===== src/design/assert_macros.svh =====
// Assertion helpers shared by the RTL files.
`ifndef ASSERT_MACROS_SVH
`define ASSERT_MACROS_SVH

// Same-cycle implication, checked only out of reset
`define ASSERT_IMPL(lbl, clk, rstn, ante, cons) \
    lbl: assert property (@(posedge clk) disable iff (!(rstn)) (ante) |-> (cons)) \
        else $error("implication check failed");

// Next-cycle implication, checked only out of reset
`define ASSERT_NEXT(lbl, clk, rstn, ante, cons) \
    lbl: assert property (@(posedge clk) disable iff (!(rstn)) (ante) |=> (cons)) \
        else $error("next-cycle check failed");

`endif


===== src/design/afrp_pkg.sv =====
`default_nettype none

package afrp_pkg;

    // Frame constants
    localparam logic [7:0]  START_BYTE = 8'h7E;
    localparam logic [15:0] HEADER_LEN = 16'd12;
    localparam logic [7:0]  CSUM_BASE  = 8'hFF;
    localparam logic [15:0] SRC_BYTES  = 16'd8;
    localparam logic [15:0] SHORT_BYTES = 16'd2;

    // Register reset values
    localparam logic [7:0]  TYPE_RESET    = 8'h90;
    localparam logic [15:0] MIN_LEN_RESET = 16'd12;

    // Configuration register indexes
    localparam logic CFG_EXP_TYPE = 1'b0;
    localparam logic CFG_MIN_LEN  = 1'b1;

    // Result kinds
    localparam logic KIND_PAYLOAD = 1'b0;
    localparam logic KIND_STATUS  = 1'b1;

    // Frame status codes
    typedef enum logic [1:0] {
        ST_OK        = 2'd0,
        ST_BAD_CSUM  = 2'd1,
        ST_BAD_TYPE  = 2'd2,
        ST_TOO_SHORT = 2'd3
    } status_t;

    // Parser phases
    typedef enum logic [3:0] {
        PH_HUNT    = 4'd0,
        PH_LEN_HI  = 4'd1,
        PH_LEN_LO  = 4'd2,
        PH_TYPE    = 4'd3,
        PH_SRC     = 4'd4,
        PH_SHORT   = 4'd5,
        PH_OPT     = 4'd6,
        PH_PAYLOAD = 4'd7,
        PH_CSUM    = 4'd8,
        PH_SKIP    = 4'd9
    } phase_t;

    // One result item
    typedef struct packed {
        logic        kind;
        logic [7:0]  payload_byte;
        logic [15:0] payload_index;
        status_t     frame_status;
        logic [63:0] source_address;
        logic [15:0] short_address;
        logic [7:0]  receive_options;
        logic [15:0] payload_length;
    } result_t;

    localparam int DATA_BITS  = 130;
    localparam int TDATA_BITS = 136;

endpackage

`default_nettype wire


===== src/design/afrp_core.sv =====
`default_nettype none

`include "assert_macros.svh"

module afrp_core (
    input  wire logic              clk,
    input  wire logic              rst_n,
    input  wire logic              cfg_we,
    input  wire logic              cfg_index,
    input  wire logic [15:0]       cfg_data,
    input  wire logic              in_accept,
    input  wire logic [7:0]        in_byte,
    output logic                   res_valid,
    output afrp_pkg::result_t      res
);
    import afrp_pkg::*;

    logic [7:0]  exp_type_reg;
    logic [15:0] min_len_reg;

    phase_t      phase_reg, phase_next;
    logic [15:0] frame_len_reg, frame_len_next;
    logic [15:0] byte_count_reg, byte_count_next;
    logic [7:0]  sum_reg, sum_next;
    logic [63:0] src_addr_reg, src_addr_next;
    logic [15:0] short_addr_reg, short_addr_next;
    logic [7:0]  opts_reg, opts_next;

    logic [15:0] full_len;
    logic [15:0] payload_len;
    logic [15:0] count_inc;
    logic        len_short;

    assign full_len    = {frame_len_reg[15:8], in_byte};
    assign payload_len = frame_len_reg - HEADER_LEN;
    assign count_inc   = byte_count_reg + 16'd1;
    assign len_short   = (full_len < min_len_reg) || (full_len < HEADER_LEN);

    // Configuration registers
    always_ff @(posedge clk or negedge rst_n)
    begin
        if (!rst_n)
        begin
            exp_type_reg <= TYPE_RESET;
            min_len_reg  <= MIN_LEN_RESET;
        end
        else if (cfg_we)
        begin
            case (cfg_index)
                CFG_EXP_TYPE: exp_type_reg <= cfg_data[7:0];
                CFG_MIN_LEN:  min_len_reg  <= cfg_data;
                default:      ;
            endcase
        end
    end

    // Next state and header accumulation
    always_comb
    begin
        phase_next      = phase_reg;
        frame_len_next  = frame_len_reg;
        byte_count_next = byte_count_reg;
        sum_next        = sum_reg;
        src_addr_next   = src_addr_reg;
        short_addr_next = short_addr_reg;
        opts_next       = opts_reg;
        case (phase_reg)
            PH_HUNT:
            begin
                if (in_byte == START_BYTE)
                    phase_next = PH_LEN_HI;
            end
            PH_LEN_HI:
            begin
                frame_len_next = {in_byte, 8'h00};
                phase_next     = PH_LEN_LO;
            end
            PH_LEN_LO:
            begin
                frame_len_next  = full_len;
                sum_next        = '0;
                src_addr_next   = '0;
                short_addr_next = '0;
                opts_next       = '0;
                byte_count_next = '0;
                phase_next      = len_short ? PH_HUNT : PH_TYPE;
            end
            PH_TYPE:
            begin
                sum_next = sum_reg + in_byte;
                if (in_byte != exp_type_reg)
                begin
                    // skip the remaining data bytes and the checksum
                    byte_count_next = frame_len_reg;
                    phase_next      = PH_SKIP;
                end
                else
                begin
                    byte_count_next = '0;
                    phase_next      = PH_SRC;
                end
            end
            PH_SRC:
            begin
                sum_next      = sum_reg + in_byte;
                src_addr_next = {src_addr_reg[55:0], in_byte};
                if (count_inc >= SRC_BYTES)
                begin
                    byte_count_next = '0;
                    phase_next      = PH_SHORT;
                end
                else
                    byte_count_next = count_inc;
            end
            PH_SHORT:
            begin
                sum_next        = sum_reg + in_byte;
                short_addr_next = {short_addr_reg[7:0], in_byte};
                if (count_inc >= SHORT_BYTES)
                begin
                    byte_count_next = '0;
                    phase_next      = PH_OPT;
                end
                else
                    byte_count_next = count_inc;
            end
            PH_OPT:
            begin
                sum_next        = sum_reg + in_byte;
                opts_next       = in_byte;
                byte_count_next = '0;
                phase_next      = (frame_len_reg > HEADER_LEN) ? PH_PAYLOAD : PH_CSUM;
            end
            PH_PAYLOAD:
            begin
                sum_next        = sum_reg + in_byte;
                byte_count_next = count_inc;
                if (count_inc >= payload_len)
                    phase_next = PH_CSUM;
            end
            PH_CSUM:
            begin
                phase_next = PH_HUNT;
            end
            PH_SKIP:
            begin
                if (byte_count_reg != '0)
                    byte_count_next = byte_count_reg - 16'd1;
                if (byte_count_reg <= 16'd1)
                    phase_next = PH_HUNT;
            end
            default:
            begin
                phase_next = PH_HUNT;
            end
        endcase
    end

    // Result for the byte at the input
    always_comb
    begin
        res_valid = 1'b0;
        res       = '0;
        case (phase_reg)
            PH_LEN_LO:
            begin
                if (len_short)
                begin
                    res_valid        = 1'b1;
                    res.kind         = KIND_STATUS;
                    res.frame_status = ST_TOO_SHORT;
                end
            end
            PH_TYPE:
            begin
                if (in_byte != exp_type_reg)
                begin
                    res_valid          = 1'b1;
                    res.kind           = KIND_STATUS;
                    res.frame_status   = ST_BAD_TYPE;
                    res.payload_length = payload_len;
                end
            end
            PH_PAYLOAD:
            begin
                res_valid         = 1'b1;
                res.kind          = KIND_PAYLOAD;
                res.payload_byte  = in_byte;
                res.payload_index = byte_count_reg;
            end
            PH_CSUM:
            begin
                res_valid           = 1'b1;
                res.kind            = KIND_STATUS;
                res.frame_status    = (in_byte == (CSUM_BASE - sum_reg)) ? ST_OK : ST_BAD_CSUM;
                res.source_address  = src_addr_reg;
                res.short_address   = short_addr_reg;
                res.receive_options = opts_reg;
                res.payload_length  = payload_len;
            end
            default: ;
        endcase
    end

    // Parser state, advanced once per accepted item
    always_ff @(posedge clk or negedge rst_n)
    begin
        if (!rst_n)
        begin
            phase_reg      <= PH_HUNT;
            frame_len_reg  <= '0;
            byte_count_reg <= '0;
            sum_reg        <= '0;
            src_addr_reg   <= '0;
            short_addr_reg <= '0;
            opts_reg       <= '0;
        end
        else if (in_accept)
        begin
            phase_reg      <= phase_next;
            frame_len_reg  <= frame_len_next;
            byte_count_reg <= byte_count_next;
            sum_reg        <= sum_next;
            src_addr_reg   <= src_addr_next;
            short_addr_reg <= short_addr_next;
            opts_reg       <= opts_next;
        end
    end

    // Payload index always stays inside the announced payload
    `ASSERT_IMPL(a_payload_idx, clk, rst_n, phase_reg == PH_PAYLOAD, byte_count_reg < payload_len)
    // A skip run never sits at a zero count
    `ASSERT_IMPL(a_skip_count, clk, rst_n, phase_reg == PH_SKIP, byte_count_reg != '0)
    // Payload phase only ever holds a frame longer than the header
    `ASSERT_IMPL(a_payload_len, clk, rst_n, phase_reg == PH_PAYLOAD, frame_len_reg > HEADER_LEN)

endmodule

`default_nettype wire


===== src/design/api_frame_receive_parser_top.sv =====
// Channel   | Dir | Signals                               | Content
// s_axis    | in  | tvalid, tready, tdata[7:0]            | received serial byte
// m_axis    | out | tvalid, tready, tdata[135:0], tuser   | payload byte or frame status
// cfg       | in  | cfg_we, cfg_index, cfg_data[15:0]     | register writes, no read-back
//
// One byte per clock while s_axis_tready is high: each accepted byte is parsed
// in the cycle it arrives and its result, if any, is registered on the same edge
// (output register, or the skid register when the output is held) for m_axis.
// A two-entry output stage (output register plus skid register) keeps s_axis_tready
// a register; it drops only while both entries hold results.
// Reset (rst_n low, asynchronous) returns the parser to hunting for the start byte.

`default_nettype none

`include "assert_macros.svh"

module api_frame_receive_parser_top (
    input  wire logic                          clk,
    input  wire logic                          rst_n,
    // rx_byte[7:0]
    input  wire logic [7:0]                    s_axis_tdata,
    input  wire logic                          s_axis_tvalid,
    output logic                               s_axis_tready,
    // payload_byte[7:0], payload_index[23:8], frame_status[25:24],
    // source_address[89:26], short_address[105:90], receive_options[113:106],
    // payload_length[129:114], zero fill[135:130]
    output logic [afrp_pkg::TDATA_BITS-1:0]    m_axis_tdata,
    // result_kind
    output logic                               m_axis_tuser,
    output logic                               m_axis_tvalid,
    input  wire logic                          m_axis_tready,
    input  wire logic                          cfg_we,
    input  wire logic                          cfg_index,
    input  wire logic [15:0]                   cfg_data
);
    import afrp_pkg::*;

    logic    s_accept;
    logic    res_valid;
    result_t res;
    logic    out_take;

    logic    out_valid_reg;
    result_t out_reg;
    logic    skid_valid_reg;
    result_t skid_reg;

    assign s_axis_tready = !skid_valid_reg;
    assign s_accept      = s_axis_tvalid && s_axis_tready;
    assign out_take      = out_valid_reg && m_axis_tready;

    afrp_core u_core (
        .clk       (clk),
        .rst_n     (rst_n),
        .cfg_we    (cfg_we),
        .cfg_index (cfg_index),
        .cfg_data  (cfg_data),
        .in_accept (s_accept),
        .in_byte   (s_axis_tdata),
        .res_valid (res_valid),
        .res       (res)
    );

    // Output register and skid register
    always_ff @(posedge clk or negedge rst_n)
    begin
        if (!rst_n)
        begin
            out_valid_reg  <= 1'b0;
            skid_valid_reg <= 1'b0;
        end
        else if (skid_valid_reg)
        begin
            if (out_take)
            begin
                skid_valid_reg <= 1'b0;
            end
        end
        else if (s_accept && res_valid)
        begin
            if (!out_valid_reg || out_take)
                out_valid_reg <= 1'b1;
            else
                skid_valid_reg <= 1'b1;
        end
        else if (out_take)
        begin
            out_valid_reg <= 1'b0;
        end
    end

    // Payload of both entries
    always_ff @(posedge clk)
    begin
        if (skid_valid_reg)
        begin
            if (out_take)
                out_reg <= skid_reg;
        end
        else if (s_accept && res_valid)
        begin
            if (!out_valid_reg || out_take)
                out_reg <= res;
            else
                skid_reg <= res;
        end
    end

    assign m_axis_tvalid = out_valid_reg;
    assign m_axis_tuser  = out_reg.kind;
    assign m_axis_tdata  = {{(TDATA_BITS - DATA_BITS){1'b0}},
                            out_reg.payload_length,
                            out_reg.receive_options,
                            out_reg.short_address,
                            out_reg.source_address,
                            out_reg.frame_status,
                            out_reg.payload_index,
                            out_reg.payload_byte};

    // The skid entry is only ever filled behind a held output entry
    `ASSERT_IMPL(a_skid_behind_out, clk, rst_n, skid_valid_reg, out_valid_reg)
    // A result arriving against a stalled full output goes to the skid entry
    `ASSERT_NEXT(a_skid_fill, clk, rst_n,
        s_accept && res_valid && out_valid_reg && !m_axis_tready, skid_valid_reg)
    // A stalled output with an empty skid keeps the output entry
    `ASSERT_NEXT(a_out_held, clk, rst_n, out_valid_reg && !m_axis_tready, out_valid_reg)

endmodule

`default_nettype wire

===== config.mk =====
export PLATFORM = sky130hd
export DESIGN_NAME = api_frame_receive_parser_top
export DESIGN_NICKNAME = d
export VERILOG_FILES = /design/src/design/afrp_pkg.sv /design/src/design/afrp_core.sv /design/src/design/api_frame_receive_parser_top.sv
export VERILOG_INCLUDE_DIRS = /design/src /design/src/design
export SDC_FILE = /design/constraint.sdc
export NUM_CORES = 1
export LEC_CHECK = 0
export ABC_AREA = 1
export BUFFER_PORTS_ARGS = -buffer_cell sky130_fd_sc_hd__buf_2
export CORE_UTILIZATION = 40
export DETAILED_ROUTE_END_ITERATION = 10
export SLEW_MARGIN = 10
export SYNTH_ARGS = -nofsm -noshare
export SYNTH_HDL_FRONTEND = slang
export SYNTH_SLANG_ARGS = --single-unit
export TNS_END_PERCENT = 5

===== constraint.sdc =====
create_clock -name clk -period 10.4 [get_ports clk]
set_input_delay 1.04 -clock clk [delete_from_list [all_inputs] [get_ports clk]]
set_output_delay 1.04 -clock clk [all_outputs]
set_load 0.02 [all_outputs]

-- Yosys cells after proc, flatten, opt, wreduce, memory -nomap -nowiden
Cells that the tools add are included.
- register bits: 420
- input port bits: 30
- $add $sub $neg: 5
- order comparisons: 7
- equality and inequality tests: 20
- multiplexer cells: 42
- bitwise gates (word level): 4
- reduce and logical (&&, ||, !) cells: 34
- operator list (kind ; count):
    131-bit two-way mux ; 4
    64-bit case mux with 2 select lines ; 1
    16-bit case mux with 2 select lines ; 3
    16-bit case mux with 6 select lines ; 1
    88-bit two-way mux ; 1
    16-bit two-way mux ; 5
    4-bit case mux with 9 select lines ; 1
    8-bit case mux with 2 select lines ; 2
    4-bit two-way mux ; 7
    24-bit two-way mux ; 1
    16-bit by 1-bit adder with 16-bit output, second input constant ; 1
    4-bit by 3-bit == test with 1-bit output, second input constant ; 4
    16-bit greater-or-equal comparator ; 1
    16-bit by 2-bit greater-or-equal comparator with 1-bit output, second input constant ; 1
    16-bit by 4-bit greater-or-equal comparator with 1-bit output, second input constant ; 1
    16-bit by 4-bit > comparator with 1-bit output, second input constant ; 1
    16-bit by 1-bit less-or-equal comparator with 1-bit output, second input constant ; 1
    16-bit < comparator ; 1
    16-bit by 4-bit < comparator with 1-bit output, second input constant ; 1
    16-bit nonzero test ; 1
    2-bit nonzero test ; 8
    16-bit by 1-bit subtractor with 16-bit output, second input constant ; 1
    16-bit by 4-bit subtractor with 16-bit output, second input constant ; 1
    3-bit AND reduction ; 5
    other kinds (24) ; 58

-- Longest topological paths before layout
Gate-level depths: netlist of run 1.
- depth after elaboration: 7
- gate-level depth with buffers: 17

-- Modules after synthesis
From an unflattened synthesis of run 1, not the netlist that was laid out.
- cell total of the unflattened synthesis: 1880
- area, all modules: 18794.3 um2
- modules (own cells, without submodules) (module ; times used ; cells an instance ; area an instance (um2) ; seq. area each (um2)):
    api_frame_receive_parser_top ; 1 ; 707 ; 9710.6 ; 7917.6
    afrp_core ; 1 ; 1173 ; 9083.7 ; 3908.7

-- Worst setup path before layout of run 1
OpenSTA, ideal clock, no wires.
- path kind: input port to flip-flop
- start point: input s_axis_tdata[5]
- end point: register out_reg (netlist bit m_axis_tdata[0]) (enable)
- setup time: 0.665 ns
- arrival: 8.429 ns
- path slack: 1.306 ns
- stages: 12
- path through: ha_1 > a21oi_1 > nor2_1 > a211oi_1 > nand2_1 > nand2_1 > nand3_1 > nand2_1 > nand2_1 > nand2_1 > nand2_1 > a21oi_1
- longest elaborated chain between the ends: 7
- RTL lines (element ; line ; source):
    start: declaration ; api_frame_receive_parser_top.sv:21 ; input wire logic [7:0] s_axis_tdata,
    16-bit < comparator or 16-bit by 4-bit < comparator with 1-bit output (tied branches) ; afrp_core.sv:37 ; assign len_short = (full_len < min_len_reg) || (full_len < HEADER_LEN);
    1-bit logical OR ; afrp_core.sv:37 ;
    1-bit two-way mux ; afrp_core.sv:167 ; if (len_short)
    1-bit case mux with 3 select lines * ; afrp_core.sv:164 ; case (phase_reg)
    1-bit logical AND * ; api_frame_receive_parser_top.sv:100 ; else if (s_accept && res_valid)
    2-bit nonzero test (no source line) * ; n/a ;
    3-bit AND reduction (no source line) * ; n/a ;
    end signal: assignment ; api_frame_receive_parser_top.sv:98 ; out_reg <= skid_reg;
    end signal: assignment ; api_frame_receive_parser_top.sv:103 ; out_reg <= res;
    end: declaration ; api_frame_receive_parser_top.sv:44 ; result_t out_reg;
Every way passes the cells marked *; elsewhere a longest branch is shown, timed or not.
A chain may end at the register's enable or synchronous reset.

-- Final worst setup path of run 1
- start point: input s_axis_tdata[5]
- end point: register skid_reg[109] in the netlist's numbering (enable)
- longest elaborated chain between the ends: 6
- RTL lines (element ; line ; source):
    16-bit < comparator or 16-bit by 4-bit < comparator with 1-bit output (tied branches) ; afrp_core.sv:37 ;
    1-bit logical OR ; afrp_core.sv:37 ;
    1-bit two-way mux ; afrp_core.sv:167 ;
    1-bit case mux with 3 select lines * ; afrp_core.sv:164 ;
    1-bit logical AND * ; api_frame_receive_parser_top.sv:100 ;
    3-bit AND reduction (no source line) * ; n/a ;
    end signal: assignment ; api_frame_receive_parser_top.sv:105 ; skid_reg <= res;
    end: declaration ; api_frame_receive_parser_top.sv:46 ; result_t skid_reg;
Marked as above.

==> flow_summary.ini, run 1 <==
[synthesis]
netlist_instances = 1898
synthAdderAreaFrac_pct = 2.990
syn-cell-area_sq_um = 18660
yosys-top-cells-area = edfxtp_1, dfrtp_1, nand2_1, inv_1, nor2_1
synthDistinctLibCells = 44
muxShareOfSynthArea_pct = 0
synth_top_area_share_pct = 42.16
synthFlopType = edfxtp_1
synth_most_common_cell = nand2_1
synth-xor-area-share_pct = 1.033
syn_area_per_cell_sq_um = 9.832
synthTopCellsByCount = nand2_1, edfxtp_1, inv_1
synth_compound_area_share_pct = 7.342
synthArstFlopShare_pct = 37.62
ys_ff_latch = 420
synth-simple-area-share_pct = 18.97
synth_seq_area_share_pct = 63.37
yosysTopAreaCell = edfxtp_1
synth_warnings = 0
synth_top_family_by_area = simple AND/OR/NAND/NOR gates
synth-edff-count = 262

[grt]
grt_pass1_vias = 13280
grt_overflow = 0
grtUsageTotal_pct = 20.40
antenna_found_initial = 0
grt_max_degree = 94
grt_pass1_wl_mm = 75.04

[critical_path]
cp-end-kind = register
r2r_cells = 11
path_class = input pin to register
start_kind = input pin
r2r_setup_slack_ns = 6.15
crit_required_ns = 10.60
regToRegStartpoint = u_core.frame_len_reg[12]
cp.arrival_ns = 4.57
r2r-end = skid_reg[109]
crit_fanout = 52

[power_and_ir_drop]
p_per_area_nw_per_um2 = 278.2
swShare_pct = 37.66
peakVddDrop_uv = 141.1
internal-power_uw = 3725
p_comb_share_pct = 31.4
clockPowerShare_pct = 26.4
p_leak_uw = 0.009464
p_seq_share_pct = 42.2
p_switching_uw = 2251

[cells_and_area]
area_delta_synth_final_pct = 15.12
drive_gt1_share_pct = 13.56
largest_register_ffs = 131
nNetsFinal = 2117
fillers = 4382
diodes = 0

[clock_network]
cts_buffer_depth = 3
cts_max_level = 2
root_buffer = clkbuf_16
cts_buffers = 45
cts_setup_buffers = 0
cts_resized = 0
clkSinkCount = 420
cts_tree = built
clk_pin_slew_ns = 0.05
cts-hold-fix-buffers = 0
clock_latency_ns = 0.59

[sta]
post-route-period-util_pct = 42.05
hold_ws_ns = 0.4887
finalSetupViolCount = 0
period_minus_slack_ns = 4.373
fmax_mhz = 228.7
finClkSkew_ns = 0.02681
slew_violations = 0
final-hold-violation-count = 0
rsz0062_at_grt = false
worst_slew_pin_slew_ns = 1.096
maxSlewHeadroom_pct = 26.93
tns_ns = 0

[status]
outcome = completed

[route]
vias_per_cell = 5.084
wl_per_cell_um = 17.93
drt_pass1_iterations = 5
postRouteAntennaNets = 0
vias = 13630
totalWireLength_mm = 48.05
drtIter0Drc = 1173
drcViolationCount = 0

[placed_design]
dpl.hpwl_mm = 32.65
portBuffers = 162
place.gp.congestion = 0.9260

[floorplan]
core_area_sq_um = 45670
fp.dieH_um = 218.0
start_util_pct = 40.86
fp.dieW_um = 218.0
io_pins = 169
die_area_sq_um = 47520
rows = 78

[min_path]
min_to = u_core.min_len_reg[4]
worstHoldStart = u_core.min_len_reg[4]
hold_depth = 2
hold_path_class = register to register

[flow_run]
maxCapViolCount = 0
-- cells by family (layout without fill, tap and decap cells) --
| logic type | after synthesis | after routing |
|---|---|---|
| xor+xnor | 22 | 22 |
| flops | 420 | 420 |
| fa+ha+maj | 44 | 44 |
| buf+inv | 294 | 471 |
| compound gates | 235 | 235 |
| other cells | 1 | 6 |
| simple gates | 882 | 882 |
-- power by group through the flow --
stage          Clock (uW)  Combinational, uW  Sequential (uW)
2_1_floorplan           0               1110             2710
3_3_place_gp            0               1850             2540
3_5_place_dp            0               1870             2550
4_1_cts              1610               1880             2520
5_1_grt              1670               2100             2560
6_report             1580               1880             2520
-- worst max-delay path by stage --
stage / depth (start not counted) / to / start / slack, ns
2_1_floorplan: 12 / m_axis_tdata[0] / s_axis_tdata[5] / 1.31
6_report: 15 / skid_reg[109] / s_axis_tdata[5] / 6.03
5_1_grt: 15 / skid_reg[51] / s_axis_tdata[5] / 5.72
3_3_place_gp: 15 / skid_reg[111] / s_axis_tdata[5] / 5.04
3_5_place_dp: 15 / skid_reg[111] / s_axis_tdata[5] / 4.97
4_1_cts: 15 / skid_reg[111] / s_axis_tdata[5] / 5.59
-- per-stage QoR --
step	area (sq um)	setup WS [ns]	instances	utilization (%)	power [uW]
after global routing	21480	5.723	2680	47.04	6334
after global placement	19990	5.036	2595	43.77	4391
final	21480	6.027	2680	47.04	5976
after CTS	21450	5.588	2679	46.96	6017
after floorplan	18680	1.306	1903	-	3823
after detailed placement	19990	4.972	2595	43.77	4421
-- critical path: stages --
cell and delay (ns):
buf_2 0.17, ha_1 0.33, a21oi_1 0.13, nor2_1 0.06, a211oi_1 0.19, nand2_1 0.08
nand2_1 0.07, nand3_1 0.10, nand2_1 0.08, nand2_1 0.11, nand2_1 0.10, nand2_1 0.17
nor2_4 0.59, buf_4 0.57, buf_4 0.67
-- cell type report --
cell class                      instances  area, sq um  area share, %
Sequential cell                       420        11830          55.07
Timing Repair Buffer                  174        927.1          4.316
Clock inverter                         16        155.1         0.7222
Tap cell                              600        750.7          3.494
Clock buffer                           68         1303          6.063
Inverter                              213        802.0          3.733
Multi-Input combinational cell       1189         5715          26.60
-- per-layer routing --
metal	global-route usage [%]	part of all wire, %
met1	28.79	45
met2	31.51	45
met3	4.198	7.2
met4	6.317	2.7
met5	0	0
-- placed cells by master, fill, tap and decap left out, types with 3 or more instances in the layout --
cell type  instances
ha_1              43
buf_2            161
dfrtp_1          153
o22ai_1           85
inv_2              5
xnor2_1           11
clkbuf_1          14
conb_1             6
xor2_1            11
nor2_2            11
edfxtp_1         262
nand2_1          569
buf_4             11
dfstp_2            4
inv_1            205
o21ai_1            4
a32oi_1            8
a21oi_1           46
nor4_1             5
clkinv_2           4
clkbuf_8           9
nand3_1           54
o211ai_1           3
o21ai_0           72
clkbuf_16         45
clkinv_1           6
nor2_4             5
nand2_2            6
nor3_2             3
nor3_1             5
a31oi_1            4
nor2_1           203
nand4_1           17
Note: power is estimated with default switching activity, not from simulation.
==> inputs of run 2 (changes only) <==
==> constraint.sdc (replaced) <==
create_clock -name clk -period 4 [get_ports clk]
set_input_delay 0.4 -clock clk [delete_from_list [all_inputs] [get_ports clk]]
set_output_delay 0.4 -clock clk [all_outputs]
set_load 0.02 [all_outputs]
==> run 2 against run 1 <==
Against the previous run: first-iteration DRC count down 6.0%; combinational power rose to 2.6 times the previous value; largest cell class unchanged; critical endpoint is now s_axis_tready; via count down 0.34%; die area unchanged; critical path type is now register to primary output.
==> flow_summary.ini, run 2 (synthesized netlist as in run 1, its figures left out) <==
[status]
outcome = completed

[critical_path]
start_kind = register
r2r-end = m_axis_tdata[12]
regToRegStartpoint = u_core.frame_len_reg[12]
path_class = register to primary output
cp.arrival_ns = 3.08
cp-end-kind = primary output
crit_required_ns = 3.60
crit_top_cell = buf_4
cp_slowest_cell = buf_4
r2r_cells = 10
cpPeakStageDelay_ns = 0.76
path_cells = inv_4, buf_4, buf_4, buf_2
crit_fanout = 78
r2r_setup_slack_ns = 0.82

[grt]
grt_pass1_vias = 13140
grt_overflow = 0
grt_max_degree = 99
grtUsageTotal_pct = 20.29
antenna_found_initial = 1
grt_pass1_wl_mm = 74.55

[placed_design]
pre_cts_slack_ns = 0.7521
dpl.hpwl_mm = 32.54
place.gp.congestion = 0.9157
dpl_cell_area_sq_um = 20190
portBuffers = 162

[sta]
fmax_mhz = 287.6
post-route-period-util_pct = 86.94
period_minus_slack_ns = 3.478
hold_ws_ns = 0.06988
tns_ns = 0
worst_slew_pin_slew_ns = 0.9787
rsz0062_at_grt = false
final-hold-violation-count = 0
slew_violations = 0
finalSetupViolCount = 0
finClkSkew_ns = 0.01665
maxSlewHeadroom_pct = 34.76
finalWorstSetupSlack_ns = 0.5224

[power_and_ir_drop]
p_per_area_nw_per_um2 = 720.1
p_leak_uw = 0.009557
peakVddDrop_uv = 430.2

[min_path]
worstHoldStart = cfg_data[13]
hold_path_class = input pin to register
hold_depth = 3
min_to = u_core.min_len_reg[13]

[floorplan]
die_area_sq_um = 47520
fp.dieW_um = 218.0
core_area_sq_um = 45670
io_pins = 169
start_util_pct = 40.86
fp.dieH_um = 218.0
rows = 78

[clock_network]
root_buffer = clkbuf_16
cts_resized = 0
clkSinkCount = 420
cts_buffer_depth = 3
cts_setup_buffers = 0
cts_tree = built
cts_buffers = 46
cts_max_level = 2
cts-hold-fix-buffers = 1
clk_pin_slew_ns = 0.06
clock_latency_ns = 0.58

[route]
drt_pass1_iterations = 7
drtIter0Drc = 1103
postRouteAntennaNets = 0
vias_per_cell = 5.048
drcViolationCount = 0
wl_per_cell_um = 17.68
totalWireLength_mm = 47.56
vias = 13580

[cells_and_area]
final_cell_area_sq_um = 21690
regArea_sq_um = 11830
drive_gt1_share_pct = 14.83
multi_input_area_sq_um = 5761
area_delta_synth_final_pct = 16.25
layout_commonest_cell = nand2_1
nNetsFinal = 2126
largest_register_ffs = 131
most-common-layout-cells = nand2_1, edfxtp_1, inv_1, nor2_1, buf_2
fillers = 4332
diodes = 0

[flow_run]
maxCapViolCount = 0
run 2: cell count changes in the layout (fill, tap and decap cells not counted), moves of 3 or more:
cell      previous run  this run
ha_4                 0         3
buf_12               0         7
clkinv_2             4        17
clkbuf_1            14         7
clkbuf_8             9         6
ha_1                43        40
clkinv_1             6         3
nand2_2              6         9
run 2: metal layers:
layer,share of wire (%),up-vias,global-route usage (%)
met1,45,6530,28.64
met2,45,405,31.24
met4,2.6,0,6.876
met5,0,-,0
li1,-,6568,-
met3,6.6,75,3.919
run 2: cell type report:
class / count / share of cell area [%]
Timing Repair Buffer: 182 / 4.874
Inverter: 213 / 3.697
Clock buffer: 60 / 5.923
Multi-Input combinational cell: 1189 / 26.55
Clock inverter: 26 / 0.9574
Tap cell: 600 / 3.461
Sequential cell: 420 / 54.53
run 2: how the worst max path moves through the flow:
| stage | from | slack (ns) | depth (start not counted) | endpoint |
|---|---|---|---|---|
| final | skid_valid_reg | 0.52 | 4 | s_axis_tready |
| after floorplan | s_axis_tdata[5] | -0.11 | 12 | m_axis_tdata[0] |
| after CTS | skid_valid_reg | 0.46 | 4 | s_axis_tready |
| after global routing | skid_valid_reg | 0.34 | 4 | s_axis_tready |
| after global placement | s_axis_tdata[5] | 0.79 | 14 | m_axis_tdata[13] |
| after detailed placement | s_axis_tdata[5] | 0.75 | 14 | m_axis_tdata[124] |
run 2: critical path: cells and delay by family, from the launching register on:
kind,cells,cell delay (ns)
buffers and inverters,4,1.69
DFF,1,0.69
run 2: through the flow:
stage / cells / util [%] / power (uW)
2_1_floorplan: 1903 / - / 9853
3_3_place_gp: 2603 / 44.21 / 11450
3_5_place_dp: 2603 / 44.21 / 11530
4_1_cts: 2690 / 47.50 / 15750
5_1_grt: 2690 / 47.50 / 16560
6_report: 2690 / 47.50 / 15620
run 2: power by group:
| group | internal [uW] | total (uW) | leakage [uW] | switching, uW |
|---|---|---|---|---|
| sequential | 5930 | 6530 | 0.00459 | 601 |
| combinational | 1430 | 4930 | 0.00421 | 3500 |
| clock | 2410 | 4160 | 0.000750 | 1750 |
| total | 9770 | 15600 | 0.00956 | 5850 |
